--- src/rtl/imu_frame_parser_top_defines.svh ---
// Assertion macros shared by the frame parser RTL.
// Depends on nothing; files that assert include it by its bare file name.
`ifndef IMU_FRAME_PARSER_TOP_DEFINES_SVH
`define IMU_FRAME_PARSER_TOP_DEFINES_SVH

// Implication checked on every rising clock edge, inactive while reset is held.
`define IFP_ASSERT_IMPL(label, ante, cons, msg) \
	label: assert property (@(posedge clk) disable iff (!arst_n) (ante) |-> (cons)) \
		else $error(msg);

// Implication whose consequence is checked in the cycle after the antecedent.
`define IFP_ASSERT_NEXT(label, ante, cons, msg) \
	label: assert property (@(posedge clk) disable iff (!arst_n) (ante) |=> (cons)) \
		else $error(msg);

`endif

--- src/rtl/ifp_pkg.sv ---
// Package of the IMU frame parser: result kinds, frame type codes, register indexes
// and the record passed from the framer to the scaler. No dependencies.
package ifp_pkg;

	typedef enum logic [1:0] {
		KIND_ACCEL = 2'd0,
		KIND_GYRO  = 2'd1,
		KIND_ANGLE = 2'd2,
		KIND_MAG   = 2'd3
	} kind_t;

	localparam logic [7:0] SYNC_BYTE  = 8'h55;
	localparam logic [7:0] TYPE_ACCEL = 8'h51;
	localparam logic [7:0] TYPE_GYRO  = 8'h52;
	localparam logic [7:0] TYPE_ANGLE = 8'h53;
	localparam logic [7:0] TYPE_MAG   = 8'h54;

	localparam int PAYLOAD_KEPT = 6;
	localparam int AXES         = 3;
	localparam int SCALE_W      = 16;
	localparam int FS_W         = 12;
	localparam int AXIS_W       = 31;

	// Magnetometer words are raw counts placed above the 15 fraction bits.
	localparam logic [SCALE_W-1:0] MAG_SCALE = 16'h8000;

	localparam logic [1:0] CFG_ACCEL_FS = 2'd0;
	localparam logic [1:0] CFG_GYRO_FS  = 2'd1;
	localparam logic [1:0] CFG_ANGLE_FS = 2'd2;

	localparam logic [FS_W-1:0] ACCEL_FS_RESET = 12'd16;
	localparam logic [FS_W-1:0] GYRO_FS_RESET  = 12'd2000;
	localparam logic [FS_W-1:0] ANGLE_FS_RESET = 12'd180;

	typedef struct packed {
		kind_t                     kind;
		logic [AXES-1:0][15:0]     words;
		logic [SCALE_W-1:0]        scale;
	} frame_t;

endpackage

--- src/rtl/ifp_framer.sv ---
// Byte framer of the IMU frame parser: sync hunt, byte position, running checksum,
// type and payload capture. Depends on ifp_pkg.
module ifp_framer #(
	parameter int FRAME_BYTES = 11
) (
	input  logic                          clk,
	input  logic                          arst_n,
	input  logic                          accept,
	input  logic [7:0]                    rx_byte,
	input  logic [ifp_pkg::FS_W-1:0]      accel_fs,
	input  logic [ifp_pkg::FS_W-1:0]      gyro_fs,
	input  logic [ifp_pkg::FS_W-1:0]      angle_fs,
	output logic                          frame_done,
	output ifp_pkg::frame_t               frame
);
	import ifp_pkg::*;

	localparam logic [3:0] LAST_POS = 4'(FRAME_BYTES - 1);

	logic [3:0] pos_q;
	logic [7:0] sum_q;
	logic [7:0] type_q;
	logic [7:0] payload_q [PAYLOAD_KEPT];
	logic       known_type;

	always_ff @(posedge clk or negedge arst_n) begin
		if (!arst_n) begin
			pos_q <= '0;
			sum_q <= '0;
		end else if (accept) begin
			if (pos_q == '0) begin
				if (rx_byte == SYNC_BYTE) begin
					sum_q <= rx_byte;
					pos_q <= 4'd1;
				end
			end else if (pos_q != LAST_POS) begin
				sum_q <= sum_q + rx_byte;
				pos_q <= pos_q + 4'd1;
			end else begin
				pos_q <= '0;
			end
		end
	end

	always_ff @(posedge clk) begin
		if (accept && pos_q == 4'd1) begin
			type_q <= rx_byte;
		end
	end

	// Each payload byte has its own fixed position; short frames leave the tail alone.
	for (genvar i = 0; i < PAYLOAD_KEPT; i++) begin : g_payload
		if (i + 2 < FRAME_BYTES - 1) begin : g_kept
			always_ff @(posedge clk) begin
				if (accept && pos_q == 4'(i + 2)) begin
					payload_q[i] <= rx_byte;
				end
			end
		end else begin : g_unused
			always_ff @(posedge clk) begin
				payload_q[i] <= payload_q[i];
			end
		end
	end

	always_comb begin
		known_type  = 1'b1;
		frame.kind  = KIND_MAG;
		frame.scale = MAG_SCALE;
		unique case (type_q)
			TYPE_ACCEL: begin
				frame.kind  = KIND_ACCEL;
				frame.scale = SCALE_W'(accel_fs);
			end
			TYPE_GYRO: begin
				frame.kind  = KIND_GYRO;
				frame.scale = SCALE_W'(gyro_fs);
			end
			TYPE_ANGLE: begin
				frame.kind  = KIND_ANGLE;
				frame.scale = SCALE_W'(angle_fs);
			end
			TYPE_MAG: begin
				frame.kind  = KIND_MAG;
				frame.scale = MAG_SCALE;
			end
			default: begin
				known_type = 1'b0;
			end
		endcase
		for (int k = 0; k < AXES; k++) begin
			frame.words[k] = {payload_q[2 * k + 1], payload_q[2 * k]};
		end
	end

	assign frame_done = accept && (pos_q == LAST_POS) && (rx_byte == sum_q) && known_type;

endmodule

--- src/rtl/ifp_scaler.sv ---
// Scaler of the IMU frame parser: three signed-by-unsigned multiplies into the
// result register. Depends on ifp_pkg.
module ifp_scaler (
	input  logic                                  clk,
	input  logic                                  load,
	input  ifp_pkg::frame_t                       frame,
	output logic [1:0]                            kind,
	output logic signed [ifp_pkg::AXIS_W-1:0]     axis [ifp_pkg::AXES]
);
	import ifp_pkg::*;

	logic signed [15 + SCALE_W + 1:0] prod [AXES];

	always_comb begin
		for (int k = 0; k < AXES; k++) begin
			prod[k] = $signed(frame.words[k]) * $signed({1'b0, frame.scale});
		end
	end

	always_ff @(posedge clk) begin
		if (load) begin
			kind <= frame.kind;
			for (int k = 0; k < AXES; k++) begin
				axis[k] <= prod[k][AXIS_W-1:0];
			end
		end
	end

endmodule

--- src/rtl/imu_frame_parser_top.sv ---
// Top level of the IMU frame parser: configuration registers, request pipeline
// and handshakes. Depends on ifp_pkg, ifp_framer, ifp_scaler and the defines header.
//
// Usage: the input channel carries one received serial byte per request on
// rx_byte (in_valid / in_stall). Bytes are dropped until the sync byte 0x55,
// which opens a frame of FRAME_BYTES bytes whose last byte is the 8-bit sum of the
// bytes before it. A frame with a good checksum and a known type (0x51..0x54)
// yields one result request on frame_kind / axis_x / axis_y / axis_z
// (out_valid / out_stall); every other byte yields nothing.
// Throughput is one byte per cycle while in_stall is low. After the checksum
// byte is accepted, a result passes through the frame register of this level
// and then the multiplier's result register.
// Stalls: the result register holds while out_stall is high; a second finished
// frame waits in the frame register, and in_stall is high while it waits behind
// the blocked result.
// Reset (arst_n low) returns the framer to sync hunting, empties both pipeline
// stages and loads the full-scale registers with 16, 2000 and 180.
// Configuration: cfg_we writes cfg_data into the register chosen by cfg_index;
// write only while no frame is in progress or waiting.
`include "imu_frame_parser_top_defines.svh"

module imu_frame_parser_top #(
	parameter int FRAME_BYTES = 11
) (
	input  logic                                 clk,
	input  logic                                 arst_n,
	input  logic                                 cfg_we,
	input  logic [1:0]                           cfg_index,
	input  logic [ifp_pkg::FS_W-1:0]             cfg_data,
	input  logic                                 in_valid,
	output logic                                 in_stall,
	input  logic [7:0]                           rx_byte,
	output logic                                 out_valid,
	input  logic                                 out_stall,
	output logic [1:0]                           frame_kind,
	output logic signed [ifp_pkg::AXIS_W-1:0]    axis_x,
	output logic signed [ifp_pkg::AXIS_W-1:0]    axis_y,
	output logic signed [ifp_pkg::AXIS_W-1:0]    axis_z
);
	import ifp_pkg::*;

	logic [FS_W-1:0]        accel_fs_q;
	logic [FS_W-1:0]        gyro_fs_q;
	logic [FS_W-1:0]        angle_fs_q;
	logic                   accept;
	logic                   frame_done;
	frame_t                 frame;
	frame_t                 frame_s1;
	logic                   valid_s1;
	logic                   valid_s2;
	logic                   s2_free;
	logic                   move_s1;
	logic signed [AXIS_W-1:0] axis [AXES];
	logic                   mag_result;
	logic                   mag_frac;

	// Full-scale registers.
	always_ff @(posedge clk or negedge arst_n) begin
		if (!arst_n) begin
			accel_fs_q <= ACCEL_FS_RESET;
			gyro_fs_q  <= GYRO_FS_RESET;
			angle_fs_q <= ANGLE_FS_RESET;
		end else if (cfg_we) begin
			unique case (cfg_index)
				CFG_ACCEL_FS: accel_fs_q <= cfg_data;
				CFG_GYRO_FS:  gyro_fs_q  <= cfg_data;
				CFG_ANGLE_FS: angle_fs_q <= cfg_data;
				default: ;
			endcase
		end
	end

	// The result register is free when empty or being taken this cycle; the frame
	// register then moves forward, and the input stalls only when it cannot.
	assign s2_free  = !valid_s2 || !out_stall;
	assign move_s1  = valid_s1 && s2_free;
	assign in_stall = valid_s1 && !s2_free;
	assign accept   = in_valid && !in_stall;

	ifp_framer #(
		.FRAME_BYTES(FRAME_BYTES)
	) u_framer (
		.clk        (clk),
		.arst_n     (arst_n),
		.accept     (accept),
		.rx_byte    (rx_byte),
		.accel_fs   (accel_fs_q),
		.gyro_fs    (gyro_fs_q),
		.angle_fs   (angle_fs_q),
		.frame_done (frame_done),
		.frame      (frame)
	);

	always_ff @(posedge clk or negedge arst_n) begin
		if (!arst_n) begin
			valid_s1 <= 1'b0;
		end else if (frame_done) begin
			valid_s1 <= 1'b1;
		end else if (move_s1) begin
			valid_s1 <= 1'b0;
		end
	end

	always_ff @(posedge clk) begin
		if (frame_done) begin
			frame_s1 <= frame;
		end
	end

	always_ff @(posedge clk or negedge arst_n) begin
		if (!arst_n) begin
			valid_s2 <= 1'b0;
		end else if (move_s1) begin
			valid_s2 <= 1'b1;
		end else if (!out_stall) begin
			valid_s2 <= 1'b0;
		end
	end

	ifp_scaler u_scaler (
		.clk   (clk),
		.load  (move_s1),
		.frame (frame_s1),
		.kind  (frame_kind),
		.axis  (axis)
	);

	assign out_valid = valid_s2;
	assign axis_x    = axis[0];
	assign axis_y    = axis[1];
	assign axis_z    = axis[2];

	// Magnetometer result on the output, and any fraction bit set on its axes.
	assign mag_result = out_valid && (frame_kind == KIND_MAG);
	assign mag_frac   = |{axis_x[14:0], axis_y[14:0], axis_z[14:0]};

	// The input only stalls behind a blocked frame waiting in the frame register.
	`IFP_ASSERT_IMPL(a_stall_cause, in_stall, valid_s1 && valid_s2 && out_stall, "stray in_stall")
	// Magnetometer results are raw counts, so the fraction bits are zero.
	`IFP_ASSERT_IMPL(a_mag_fraction, mag_result, !mag_frac, "magnetometer fraction bits set")
	// A taken result with nothing behind it leaves the output empty.
	`IFP_ASSERT_NEXT(a_drain, out_valid && !out_stall && !valid_s1, !out_valid, "result repeated")

endmodule

--- config.mk ---
export PLATFORM = sky130hd
export DESIGN_NAME = imu_frame_parser_top
export DESIGN_NICKNAME = d
export VERILOG_FILES = /design/src/rtl/ifp_pkg.sv /design/src/rtl/ifp_framer.sv /design/src/rtl/ifp_scaler.sv /design/src/rtl/imu_frame_parser_top.sv
export VERILOG_INCLUDE_DIRS = /design/src /design/src/rtl
export SDC_FILE = /design/constraint.sdc
export NUM_CORES = 2
export LEC_CHECK = 0
export ABC_AREA = 1
export ABC_CLOCK_PERIOD_IN_PS = 14300
export BUFFER_PORTS_ARGS = -buffer_cell sky130_fd_sc_hd__buf_2
export CAP_MARGIN = 20
export CORE_ASPECT_RATIO = 2
export CORE_UTILIZATION = 30
export DETAILED_ROUTE_END_ITERATION = 16
export PLACE_DENSITY = 0.53
export SETUP_SLACK_MARGIN = 0.3
export SYNTH_ARGS = -nofsm -noshare
export SYNTH_HDL_FRONTEND = slang
export SYNTH_SLANG_ARGS = --single-unit
--- constraint.sdc ---
create_clock -name clk -period 14.3 [get_ports clk]
set_clock_uncertainty 0.05 [all_clocks]
set_input_delay 0.715 -clock clk [delete_from_list [all_inputs] [get_ports clk]]
set_output_delay 0.715 -clock clk [all_outputs]
set_load 0.02 [all_outputs]
==> out/metrics.cfg <==
[run_status]
status=complete, no violations

[yosys]
ys_dominant_reg_cell=edfxtp_1
synthTopCellsByArea=fa_1 (26%), edfxtp_1 (19%), nand2_1 (14%)
synthArstFlopShare=0.189
synthesis.area_mm2=0.0341
synth_top_cell_by_area=fa_1
synth_cell_types=41
ys_ff_latch=264
synthCells=4222
synth-edff-count=214
yosysSeqAreaShare=0.225
yosysTopAreaCellShare=0.265
syn-num-nets=5076
avgSynthCellArea_um2=8.08
yosysWarnings=0

[power_and_ir_drop]
power_frac_seq=0.478
p_comb_frac=0.099
irDropWorstVdd_mv=0.0972
p_clk_frac=0.423
finalPower_mw=1.90
swShare=0.265
p_leak_nw=21.4
p_sw_uw=503
internal_power_mw=1.40
powerDensity_mw_per_mm2=51.0

[flow_run]
cap_viol_max_count=0

[drt]
vias=25700
vias_per_cell=4.44
post_drt_wl_per_cell_um=16.4
remaining_drc_errors=0
dr.pass1.iters=5
ant_nets=0
wl_um=95200
drtIter0Drc=1046

[timing]
rsz0062_at_grt=false
slew_violations=0
worst_pin_slew_ns=0.992
max_freq_ghz=0.163
relSlewSlack=0.335
fin_crit_ns=6.14
finalHoldViolCount=0
setup_tns_ns=0
post-route-period-util=0.430
finalWorstSetupSlack_ns=8.16
setup_viol=0

[cts]
cts.sinks=264
cts_htree_levels=1
cts-resized-gates=0
cts_max_path_buffers=3
cts_hold_buf=0
cts.reportedPaths.clkPinSlew_ns=0.07
cts_tree=done
numCtsBuffers=28
cts_setup_buffers=0
clock_latency_ns=0.64
cts_root_buffer=clkbuf_16

[critical_path]
path_common_cell=fa_1
worst-path-buf-inv=4
cp_max_fo=48
crit_chain=buf_4 > nand2_1 > fa_1 > fa_1 > fa_1 > fa_1 > inv_1 > fa_1 > inv_1 > fa_1 > inv_1 > ha_1 > nand2_1 > nor2_1 > nand3_1 > nand3b_1 > nand2_1 > nand3_1 > nand2_1
max_stage_delay_ns=0.60
start_kind=flop
end_kind=flop
reg2reg_depth=19
cp.depth=19
cp.arrival_ns=6.49
slowest_stage=buf_4
critPathKind=reg2reg
cpLargestDelayFamily=adder cells
required_ns=14.64

[place]
hpwl_um=75100
gp_congestion=0.873
port_buffers=123
pre_cts_slack_ns=8.18
placed_cells=5740
place_area_mm2=0.0363

[global_routing]
grt_first_pass_wirelength_um=151000
track_usage=0.172
grt_overflow=0
antenna_found_initial=6
grt_pass1_vias=28200
grt_start_max_net_pins=64

[floorplanning]
core_region_area_mm2=0.113
rows=174
fp.dieH_um=479
dieWidth_um=240
initial_core_util=0.303
die-area_mm2=0.115
num_io_pins=124

[final_layout]
nets=5128
fill_cells=12000
multiInputGateArea_mm2=0.0215
area_growth_pct=9.29
seq_area_mm2=0.00769
drive_above_1_share=0.0603
postLayoutCellArea_mm2=0.0373
final_cells=5792

[min_path]
hold_path_class=in2async

[kinds of logic (layout without fill, tap and decap cells)]
group / after synthesis / count (layout) / share of synthesized area
xor gates and xnor gates: 54 / 54 / 0.0139
AOI/OAI and AO/OA: 123 / 123 / 0.0190
adders and majority gates: 827 / 827 / 0.402
DFF: 264 / 264 / 0.225
and+or+nand+nor: 1628 / 1628 / 0.193
buffers and inverters: 1326 / 1399 / 0.146
other: 0 / 1 / 0
[power by group through the flow]
stage | combinational, mW | sequential [mW] | clock (mW)
global route | 0.219 | 0.914 | 0.861
CTS | 0.191 | 0.908 | 0.844
floorplan | 0.138 | 0.917 | 0
detailed placement | 0.190 | 0.924 | 0
finish | 0.188 | 0.909 | 0.806
global placement | 0.187 | 0.922 | 0
[worst paths after layout]
kind	slack, ns	end	from
max	8.16	u_scaler.axis[61]$_DFFE_PP_	frame_s1[10]$_DFFE_PP_
min	0.14	accel_fs_q[3]$_DFFE_PN0P_	arst_n
max reg2reg	8.16	u_scaler.axis[61]$_DFFE_PP_	frame_s1[10]$_DFFE_PP_
min reg2reg	0.37	frame_s1[38]$_DFFE_PP_	u_framer.payload_q[2][6]$_DFFE_PP_
min in group clk	0.24	out_valid$_DFFE_PN0P_	out_stall
max in group asynchronous	13.61	u_framer.sum_q[1]$_DFFE_PN0P_	arst_n
[flip-flops by register name (all words and copies together), names as in the netlist]
signal,flops
out_valid,1
u_framer.pos_q,4
angle_fs_q,12
accel_fs_q,12
gyro_fs_q,12
u_framer.sum_q,8
u_framer.payload_q,48
frame_s1,63
u_scaler.axis,93
valid_s1,1
u_framer.type_q,8
u_scaler.kind,2
[cell usage after synthesis, drive strengths merged (28+ instances only)]
library cell	count
nand2	1288
inv	1204
fa	451
ha	376
edfxtp	214
nor2	159
nand3	115
clkbuf	84
a21oi	60
o21ai	51
xor2	40
dfrtp	39
buf	35
nand4	28
[cell usage in the layout (no fill, tap or decap), types with 40 or more instances in the layout]
| master | n |
|---|---|
| nand3_1 | 108 |
| edfxtp_1 | 214 |
| inv_1 | 1196 |
| fa_1 | 451 |
| nor2_1 | 144 |
| o21ai_0 | 48 |
| a21oi_1 | 60 |
| ha_1 | 376 |
| buf_2 | 123 |
| nand2_1 | 1271 |
| xor2_1 | 40 |
[per-stage QoR]
stage                     utilization  hold WS [ns]
after floorplan                     -         0.350
after global placement          0.323         0.351
after detailed placement        0.323         0.355
after CTS                       0.331         0.126
after global routing            0.331         0.182
final                           0.331         0.142
[worst register-to-register path: cells and delay by family, from the launching register on]
kind,cells,cell delay [ns]
buf+inv,4,0.74
simple gates,8,1.32
fa+ha+maj,7,3.46
flops,1,0.32
[metal layers]
layer / GRT usage / vias to the layer above / share of wire
met4: 0.0898 / 4 / 0.055
met2: 0.352 / 488 / 0.57
met3: 0.0134 / 212 / 0.029
met5: 0 / - / 0.00028
met1: 0.163 / 12600 / 0.34
li1: - / 12400 / -
[area by class of cell]
class,count,share of cell area
multi-input cells,2632,0.575
flip-flops and latches,264,0.206
inverters,1207,0.122
well taps,1496,0.0502
repair buffers,141,0.0201
clock buffers,31,0.0191
clock inverters,20,0.00728
diodes,1,0.0000671
Note: power is estimated with default switching activity, not from simulation.
